[src/rtl/core/ecdf_pkg.sv]
// Package: types, sizes and opcodes for the empirical CDF table.
`default_nettype none
package ecdf_pkg;
  localparam int TABLE_DEPTH_DEF = 1024;
  localparam int SAMPLE_BITS_DEF = 32;
  localparam int CNT_W = 11;
  localparam int FRAC_W = 17;

  typedef enum logic [1:0] {
    OP_CLEAR  = 2'd0,
    OP_INSERT = 2'd1,
    OP_QUERY  = 2'd2
  } op_t;

  typedef struct packed {
    logic [1:0]         operation;
    logic signed [31:0] value;
  } in_word_t;

  typedef struct packed {
    logic [CNT_W-1:0]   rank;
    logic [FRAC_W-1:0]  fraction;
    logic signed [31:0] left_margin;
    logic signed [31:0] right_margin;
    logic [CNT_W-1:0]   sample_count;
    logic               full_error;
    logic               empty_flag;
  } out_word_t;
endpackage
`default_nettype wire

[src/rtl/core/ecdf_div.sv]
// Restoring divider: (rank << 16) / n, one quotient bit per cycle.
`default_nettype none
module ecdf_div import ecdf_pkg::*; #(
  parameter int CW = 17
) (
  input  wire logic          clk,
  input  wire logic          rst_n,
  input  wire logic          start,
  input  wire logic [CW-1:0] num_rank,
  input  wire logic [CW-1:0] den,
  output logic               done,
  output logic [FRAC_W-1:0]  quot
);
  localparam int NB = CW + 16;
  localparam int SW = $clog2(NB + 1);

  logic [NB-1:0]   num_r, num_nxt;
  logic [CW:0]     rem_r, rem_nxt;
  logic [NB-1:0]   q_r, q_nxt;
  logic [SW-1:0]   cnt_r, cnt_nxt;
  logic            busy_r, busy_nxt;
  logic [CW:0]     trial;
  logic [CW-1:0]   den_r, den_nxt;

  always_comb begin
    num_nxt = num_r;
    rem_nxt = rem_r;
    q_nxt = q_r;
    cnt_nxt = cnt_r;
    busy_nxt = busy_r;
    den_nxt = den_r;
    done = 1'b0;
    trial = {rem_r[CW-1:0], num_r[NB-1]};
    if (start) begin
      num_nxt = {num_rank, 16'd0};
      rem_nxt = '0;
      q_nxt = '0;
      cnt_nxt = SW'(NB);
      busy_nxt = 1'b1;
      den_nxt = den;
    end else if (busy_r) begin
      num_nxt = {num_r[NB-2:0], 1'b0};
      if (trial >= {1'b0, den_r}) begin
        rem_nxt = trial - {1'b0, den_r};
        q_nxt = {q_r[NB-2:0], 1'b1};
      end else begin
        rem_nxt = trial;
        q_nxt = {q_r[NB-2:0], 1'b0};
      end
      cnt_nxt = cnt_r - 1'b1;
      if (cnt_r == SW'(1)) begin
        busy_nxt = 1'b0;
        done = 1'b1;
      end
    end
  end

  always_ff @(posedge clk) begin
    if (!rst_n) begin
      busy_r <= 1'b0;
      cnt_r <= '0;
    end else begin
      busy_r <= busy_nxt;
      cnt_r <= cnt_nxt;
    end
    num_r <= num_nxt;
    rem_r <= rem_nxt;
    q_r <= q_nxt;
    den_r <= den_nxt;
  end

  assign quot = FRAC_W'(q_nxt);
endmodule
`default_nettype wire

[config.mk]
export PLATFORM = sky130hd
export DESIGN_NAME = ecdf_div
export DESIGN_NICKNAME = d
export VERILOG_FILES = /design/src/rtl/core/ecdf_pkg.sv /design/src/rtl/core/ecdf_div.sv
export SDC_FILE = /design/constraint.sdc
export NUM_CORES = 1
export LEC_CHECK = 0
export BUFFER_PORTS_ARGS = -buffer_cell sky130_fd_sc_hd__buf_4
export CAP_MARGIN = 25
export CORE_MARGIN = 3
export CORE_UTILIZATION = 35
export DETAILED_ROUTE_END_ITERATION = 8
export HOLD_SLACK_MARGIN = 0.02
export MAX_ROUTING_LAYER = met4
export RECOVER_POWER = 25
export SETUP_SLACK_MARGIN = 0.4
export SLEW_MARGIN = 25
export SYNTH_ARGS = -nofsm -noshare
export SYNTH_HDL_FRONTEND = slang
export SYNTH_SLANG_ARGS = --single-unit
[constraint.sdc]
create_clock -name clk -period 3.6 [get_ports clk]
set_input_delay 0.72 -clock clk [delete_from_list [all_inputs] [get_ports clk]]
set_output_delay 0.72 -clock clk [all_outputs]
set_load 0.05 [all_outputs]
==> results of run 1 <==
==> cells in the mapped netlist, drive strengths merged <==
| cell | count | area share [%] |
|---|---|---|
| a211o | 1 | 0.23 |
| a211oi | 12 | 2.3 |
| a21boi | 2 | 0.39 |
| a21o | 4 | 0.78 |
| a21oi | 13 | 1.7 |
| a221o | 2 | 0.52 |
| a221oi | 1 | 0.23 |
| a311o | 1 | 0.29 |
| a311oi | 4 | 0.91 |
| a31o | 2 | 0.68 |
| a31oi | 4 | 1.0 |
| a32oi | 1 | 0.23 |
| and2 | 1 | 0.16 |
| and3 | 5 | 0.81 |
| and4b | 1 | 0.26 |
| and4bb | 1 | 0.33 |
| buf | 8 | 1.3 |
| clkbuf | 11 | 1.1 |
| dfxtp | 41 | 21 |
| edfxtp | 34 | 27 |
| fa | 1 | 0.52 |
| ha | 19 | 6.2 |
| inv | 25 | 2.4 |
| mux2 | 16 | 4.7 |
| mux2i | 27 | 7.0 |
| nand2 | 23 | 2.2 |
| nand2b | 5 | 0.81 |
| nand3 | 3 | 0.39 |
| nand3b | 1 | 0.20 |
| nand4 | 5 | 0.81 |
| nor2 | 50 | 4.9 |
| nor3 | 4 | 0.65 |
| nor4 | 3 | 0.49 |
| o2111a | 1 | 0.29 |
| o2111ai | 2 | 0.46 |
| o21ai | 11 | 1.4 |
| o21bai | 1 | 0.20 |
| o221ai | 1 | 0.23 |
| o311a | 1 | 0.26 |
| o311ai | 2 | 0.46 |
| o31ai | 2 | 0.39 |
| xnor2 | 10 | 2.3 |
| xor2 | 7 | 1.6 |
==> timing repair <==
item | in CTS | in global routing
pin swaps | 7 | 3
cloned | 0 | 0
endpoints found under the setup margin | 1 | 1
hold buffers | 0 | 0
resized for setup | 4 | 0
setup buffers | 5 | 0
==> state kept, by name (all words and copies together), names as in the netlist <==
| signal | flops |
|---|---|
| den_r | 17 |
| busy_r | 1 |
| num_r | 17 |
| cnt_r | 6 |
| q_r | 17 |
| rem_r | 17 |
==> power by group <==
group | switching, mW | leakage, nW | internal [mW]
Combinational | 0.278 | 1.15 | 0.220
Clock | 0.348 | 0.0974 | 0.262
Sequential | 0.0335 | 0.673 | 0.961
==> layer usage <==
layer	share of wire, %	track usage [%]
met1	47	18.6
met2	45	21.2
met3	7.0	5.46
met4	0.87	5.09
met5	0	-
==> worst max path at each step <==
stage	slack (ns)	cells after the start	to	start
after floorplan	0.50	9	quot[0]	den_r[6]
after global routing	0.1	10	quot[0]	num_r[32]
after global placement	0.48	10	quot[0]	num_r[32]
after CTS	0.20	10	quot[0]	num_r[32]
after detailed placement	0.46	10	quot[0]	num_r[32]
final	0.24	10	quot[0]	num_r[32]
==> area by class of cell <==
| cell class | count | area (sq um) |
|---|---|---|
| Inverter | 25 | 93.8 |
| Tap cell | 136 | 170 |
| Fill cell | 995 | 5910 |
| Clock buffer | 9 | 124 |
| Sequential cell | 75 | 1840 |
| Timing Repair Buffer | 64 | 477 |
| Multi-Input combinational cell | 250 | 1830 |
| Clock inverter | 7 | 58.8 |
==> per-stage QoR <==
stage               hold slack, ns  utilization (%)  std cells  total power, mW  cell area, sq um
floorplan                    0.469                -        369             1.38              3850
global placement             0.483             41.6        545             1.49              4380
detailed placement           0.497             41.6        545             1.50              4380
CTS                          0.502             43.8        566             2.13              4610
global route                 0.512             43.8        566             2.24              4600
finish                       0.508             43.8        566             2.10              4600
==> worst min-delay path, cell delays in order (launching register included) <==
cell      delay, ns
dfxtp_1        0.33
nand2_1        0.06
a311oi_1       0.07
==> kinds of logic after synthesis <==
logic type	synth area share (%)
XOR/XNOR	3.87
AO/OA/AOI/OAI	13.0
flip-flops	47.9
adder cells (fa/ha/maj)	6.70
multiplexers	11.7
buffers and inverters	4.81
AND/OR/NAND/NOR	12.0
==> results_dict.tcl, run 1 <==
set metrics [dict create \
    cts_tree "done" \
    hold_viol_final 0 \
    die_area_sq_um 12300 \
    outcome "complete, no violations" \
    drv_cap 0 \
    die_height_microns 111 \
    final_common_cell "nor2_1" \
    dp_slack_ns 0.458 \
    boundaryPins 55 \
    clock_latency_ns 0.36 \
    clkSinkCount 75 \
    place_congestion 0.900 \
    grt_overflow 0 \
    worst-r2r-setup-slack_ns 0.63 \
    fmax_mhz 298 \
    remaining_drc_errors 0 \
    worstMarginPinSlew_ns 1.26 \
    antenna_found_initial 0 \
    path_buf_inv 3 \
    drive_gt1_share_pct 24.0 \
    vias 2866 \
    crit_fanout 2 \
    crit_required_ns 2.88 \
    synth_cell_types 49 \
    wire_per_inst_microns 14.6 \
    synth_cells 369 \
    ir_worst_vdd_mv 0.242 \
    setup_ws_ns 0.242 \
    clockBufferDepth 2 \
    numCtsBuffers 9 \
    synth_nets 426 \
    power_density_nw_per_um2 457 \
    rsz0062_at_grt "true" \
    path_class "flop to primary output" \
    area_growth_pct 19.5 \
    setup_violations 0 \
    holdPathEnd "rem_r[9]" \
    crit_arrival_ns 2.64 \
    drt_pass1_iterations 4 \
    hp-start "rem_r[8]" \
    drv_slew 0 \
    grt_pass1_wl_mm 14.3 \
    timing.final.crit_share_pct 93.3 \
    maxSlewHeadroom_pct 15.8 \
    h-tree-depth 3 \
    die_x_microns 111 \
    skew_ns 0.0138 \
    yosys_warnings 0 \
    core_sq_um 10500 \
    final_antenna_net_count 0 \
    dpl.hpwl_mm 5.88 \
    fin_setup_tns_ns 0 \
    totalWireLength_mm 8.25 \
    initial_utilization_pct 36.6 \
    clockRootBuffer "clkbuf_8" \
    num_rows 37 \
    final_cell_mix "50 x nor2_1, 44 x buf_4, 40 x dfxtp_1, 34 x edfxtp_1, 27 x mux2i_1" \
    avgViaCountPerCell 5.06 \
    synth_area_sq_um 3850 \
    r2r-start "num_r[32]" \
    first_global_vias 2916 \
    rr_endpoint "rem_r[5]" \
    drt_first_iter_violations 151 \
    diodes 0 \
    grt_max_degree 42 \
    path_delay_family "compound AO/OA/AOI/OAI gates" \
    syn_avg_cell_area_sq_um 10.4 \
    seq_area_frac_synth_pct 47.9 \
    cp_cell_sequence "inv_1 > ha_2 > inv_2 > fa_2 > a21o_1 > a221o_1 > a31o_4 > a31oi_4 > a211oi_2 > buf_6" \
    endpoint_kind "primary output" \
    p_leak_nw 1.92 \
    clk_pin_slew_ns 0.08 \
    cp_slowest_cell "edfxtp_1" \
    r2r_cells 11 \
    yosys_register_bits 75 \
    slowest_delay_ns 0.39 \
    grt_use_total_pct 14.6 \
    critPathLaunchType "flop" \
    fin_nets 482 \
    min_path_type "flop to flop" \
    portBuffers 54 \
    fin_crit_ns 3.36 \
    hold_depth 2 \
]
Note: power is estimated with default switching activity, not from simulation.
==> run 2, diff against run 1 <==
BUFFER_PORTS_ARGS = -buffer_cell sky130_fd_sc_hd__buf_2   (was -buffer_cell sky130_fd_sc_hd__buf_4)
clock period = 3.4 ns   (was 3.6 ns; I/O delays follow)
==> run 2 against run 1 <==
Flip-flop and latch count is the same. Critical path depth unchanged. Register-to-register slack worse by 0.03 ns. Count of clock-buffer cells in the layout is the same. Cell count fell by 0.18%. Global-route usage down 0.58 points. First-iteration DRC count up 11%. Final area fell by 2.4%. Via count rose by 0.17%. Core utilization is 1.1 points lower. Die area unchanged. Largest power group unchanged. Highest routed layer unchanged.
==> results_dict.tcl, run 2 (synthesis results as in run 1) <==
set metrics [dict create \
    path_buf_inv 3 \
    die_height_microns 111 \
    hp-start "den[2]" \
    worstMarginPinSlew_ns 0.728 \
    crit_required_ns 2.72 \
    avgViaCountPerCell 5.08 \
    die_area_sq_um 12300 \
    clk_pin_slew_ns 0.10 \
    ir_worst_vdd_mv 0.274 \
    drive_gt1_share_pct 23.5 \
    remaining_drc_errors 0 \
    critPathLaunchType "flop" \
    min_path_type "input pin to flop" \
    skew_ns 0.0117 \
    grt_pass1_wl_mm 13.9 \
    cts_tree "done" \
    drv_cap 0 \
    cp_slowest_cell "edfxtp_1" \
    die_x_microns 111 \
    r2r-start "num_r[32]" \
    clock_latency_ns 0.36 \
    clockRootBuffer "clkbuf_8" \
    timing.final.crit_share_pct 97.3 \
    drv_slew 0 \
    hold_viol_final 0 \
    drt_pass1_iterations 4 \
    rsz0062_at_grt "true" \
    boundaryPins 55 \
    p_leak_nw 1.90 \
    utilization_pct 42.7 \
    maxSlewHeadroom_pct 51.3 \
    place_congestion 0.885 \
    fin_nets 481 \
    portBuffers 54 \
    fill_cells 1006 \
    grt_overflow 0 \
    slowest_delay_ns 0.40 \
    crit_arrival_ns 2.63 \
    fin_crit_ns 3.31 \
    h-tree-depth 3 \
    setup_violations 0 \
    wire_per_inst_microns 14.2 \
    core_sq_um 10500 \
    crit_fanout 2 \
    total_power_mw 2.26 \
    first_global_vias 2917 \
    vias 2871 \
    grt_use_total_pct 14.0 \
    endpoint_kind "primary output" \
    holdBufCountCts 0 \
    numCtsBuffers 9 \
    crit_start "num_r[32]" \
    outcome "complete, no violations" \
    num_rows 37 \
    power_density_nw_per_um2 504 \
    cp_cell_sequence "inv_1 > ha_1 > inv_1 > fa_2 > a21o_1 > a221o_1 > a31o_4 > a31oi_4 > a211oi_4 > buf_6" \
    totalWireLength_mm 8.01 \
    final_antenna_net_count 0 \
    clockBufferDepth 2 \
    fmax_mhz 302 \
    diodes 0 \
    path_class "flop to primary output" \
    clkSinkCount 75 \
    initial_utilization_pct 36.6 \
    drt_first_iter_violations 167 \
    final_common_cell "buf_2" \
    area_growth_pct 16.5 \
    antenna_found_initial 0 \
    grt_max_degree 39 \
    final_cell_mix "51 x buf_2, 50 x nor2_1, 40 x dfxtp_1, 34 x edfxtp_1, 27 x mux2i_1" \
    cpMostUsedCell "inv_1" \
    dpl.hpwl_mm 5.62 \
    path_delay_family "compound AO/OA/AOI/OAI gates" \
]
## run 2: what timing repair did
item / CTS / global route
pin swaps: 5 / 2
setup buffers: 3 / 1
endpoints found under the setup margin: 1 / 12
gates resized for setup: 3 / 1
## run 2: layer usage
layer  wire length, microns  up-vias  part of all wire (%)  track usage [%]
met2                   3690       75                    46             22.0
met4                    123        0                   1.5             3.94
li1                       -     1437                     -                -
met3                    467       13                   5.8             4.20
met1                   3720     1346                    46             17.6
met5                      0        -                     0                -
## run 2: area by class of cell
type	count	area [sq um]	share of cell area [%]
clock inverters	7	76.3	1.70
clock buffers	9	124	2.76
flip-flops and latches	75	1840	41.1
inverters	25	93.8	2.09
repair buffers	63	342	7.62
well taps	136	170	3.79
multi-input cells	250	1840	40.9
## run 2: stage by stage
step	cell area (sq um)	setup TNS, ns	std cells	hold WS, ns	setup slack (ns)
6_report	4490	0	565	0.487	0.0917
4_1_cts	4480	0	564	0.464	0.0765
3_3_place_gp	4250	0	545	0.482	0.286
5_1_grt	4490	-0.0730	565	0.458	-0.0730
3_5_place_dp	4250	0	545	0.487	0.276
2_1_floorplan	3860	0	369	0.469	0.407
## run 2: power breakdown
group          total, mW  leakage [nW]  internal (mW)  switching (mW)
Clock              0.698         0.103          0.293           0.405
Sequential          1.06         0.673           1.02          0.0422
Combinational      0.502          1.12          0.221           0.281
## run 2: worst paths after layout
check | endpoint | slack [ns] | cells after the start
worst max-delay path | quot[0] | 0.09 | 10
worst min-delay path | den_r[2] | 0.49 | 1
worst max register to register | rem_r[10] | 0.60 | 11
worst min register to register | rem_r[16] | 0.50 | 2
==> run 3, diff against run 2 <==
clock period = 2.8 ns   (was 3.4 ns; I/O delays follow)
==> run 3 against run 2 <==
The flow now finishes with violations (setup timing). Via count increased by 1.9%. Largest cell class is now multi-input combinational cells. Critical path depth stayed put. Cell count is 3.9% higher. Core utilization increased by 3.0 points. Flip-flop and latch count stayed put. Die area stayed put. Final area up 6.9%. Worst setup slack worse by 0.42 ns. Power is 30% higher. Combinational power increased by 52%. First-iteration DRC count is 7.8% higher.
==> results_dict.tcl, run 3 (synthesis results as in run 1) <==
set metrics [dict create \
    outcome "finished with violations" \
    violations "setup timing" \
    timing.final.crit_share_pct 112 \
    core_sq_um 10500 \
    path_buf_inv 3 \
    grt_overflow 0 \
    final_common_cell "buf_2" \
    grt_use_total_pct 14.8 \
    endpoint_kind "primary output" \
    skew_ns 0.00904 \
    crit_arrival_ns 2.57 \
    path_class "flop to primary output" \
    crit_required_ns 2.24 \
    total_power_mw 2.93 \
    gr-usage-met3_pct 4.04 \
    drv_slew 0 \
    dp.cells 561 \
    die_height_microns 111 \
    setup_ws_ns -0.328 \
    totalWireLength_mm 8.64 \
    initial_utilization_pct 36.6 \
    die_area_sq_um 12300 \
    antenna_found_initial 0 \
    clockBufferDepth 2 \
    cp_slowest_cell "edfxtp_1" \
    utilization_pct 45.6 \
    boundaryPins 55 \
    drive_gt1_share_pct 29.7 \
    area_growth_pct 24.6 \
    h-tree-depth 3 \
    grt_max_degree 50 \
    p_leak_nw 2.04 \
    place_congestion 0.929 \
    clkSinkCount 75 \
    wire_per_inst_microns 14.7 \
    fin_nets 503 \
    min_path_type "input pin to flop" \
    dp_slack_ns -0.0280 \
    path_delay_family "compound AO/OA/AOI/OAI gates" \
    critPathLaunchType "flop" \
    worstMarginPinSlew_ns 1.16 \
    fmax_mhz 320 \
    diodes 0 \
    grt_pass1_wl_mm 14.5 \
    drt_first_iter_violations 180 \
    ir_worst_vdd_mv 0.277 \
    crit_fanout 2 \
    fin_crit_ns 3.13 \
    hold_viol_final 0 \
    avgViaCountPerCell 4.98 \
    setup_violations 15 \
    final_antenna_net_count 0 \
    use_met1_pct 18.8 \
    fin_cells 587 \
    portBuffers 54 \
    maxSlewHeadroom_pct 22.6 \
    fill_cells 986 \
    fin_setup_tns_ns -3.85 \
    drv_cap 0 \
    slowest_delay_ns 0.39 \
    num_rows 37 \
    vias 2926 \
    gr-max-usage-layer "met2" \
    die_x_microns 111 \
    first_global_vias 2963 \
    numCtsBuffers 9 \
    cts_tree "done" \
    drt_pass1_iterations 4 \
    remaining_drc_errors 0 \
    final_cell_mix "53 x buf_2, 50 x nor2_1, 40 x dfxtp_1, 34 x edfxtp_1, 27 x mux2i_1" \
    rsz0062_at_grt "true" \
    holdBufCountCts 0 \
    grtUsageMet2_pct 23.4 \
    clk_pin_slew_ns 0.09 \
    power_density_nw_per_um2 610 \
    cp_cell_sequence "inv_1 > ha_2 > inv_2 > fa_2 > a21o_1 > a221o_1 > a31o_4 > a31oi_4 > a211oi_4 > buf_6" \
    clock_latency_ns 0.36 \
    clockRootBuffer "clkbuf_8" \
    dpl.hpwl_mm 6.05 \
]
## run 3: what timing repair did
item,CTS,global route
pin swaps,10,10
gates resized for setup,16,14
buffers inserted,5,5
setup endpoints to repair,18,18
## run 3: worst paths after layout
check,from,to,slack [ns],cells past startpoint
max,num_r[32],quot[0],-0.33,10
min,den[12],den_r[12],0.37,1
max reg2reg,num_r[32],rem_r[12],-0.32,16
min reg2reg,rem_r[9],rem_r[9],0.51,2
## run 3: routing by layer
| metal | part of all wire (%) | up-vias |
|---|---|---|
| li1 | - | 1479 |
| met5 | 0 | - |
| met3 | 4.7 | 5 |
| met4 | 0.57 | 0 |
| met1 | 47 | 1378 |
| met2 | 47 | 64 |
## run 3: worst register-to-register path, stage by stage (launching register included)
cell and delay (ns):
edfxtp_1 0.39, inv_1 0.07, ha_2 0.18, inv_2 0.04, fa_2 0.34, a21o_1 0.19, a221o_1 0.33, a31o_4 0.25
buf_4 0.13, buf_6 0.11, buf_6 0.10, buf_6 0.10, buf_6 0.11, a31o_4 0.24, buf_8 0.14, mux2i_1 0.11
a211oi_1 0.22
## run 3: area by class of cell
type	count	area [sq um]	area share [%]
repair buffers	85	552	11.5
flip-flops and latches	75	1840	38.4
well taps	136	170	3.55
multi-input cells	250	1930	40.3
clock buffers	9	124	2.58
clock inverters	7	81.3	1.70
inverters	25	93.8	1.96
## run 3: where the power goes
part / switching (mW) / internal (mW)
Combinational: 0.403 / 0.360
Clock: 0.454 / 0.429
Sequential: 0.0455 / 1.24
Total: 0.902 / 2.02
## run 3: per-stage QoR
step           area [sq um]  hold slack [ns]
5_1_grt                4800            0.347
4_1_cts                4700            0.344
3_5_place_dp           4390            0.491
3_3_place_gp           4390            0.482
6_report               4800            0.372
2_1_floorplan          3880            0.469
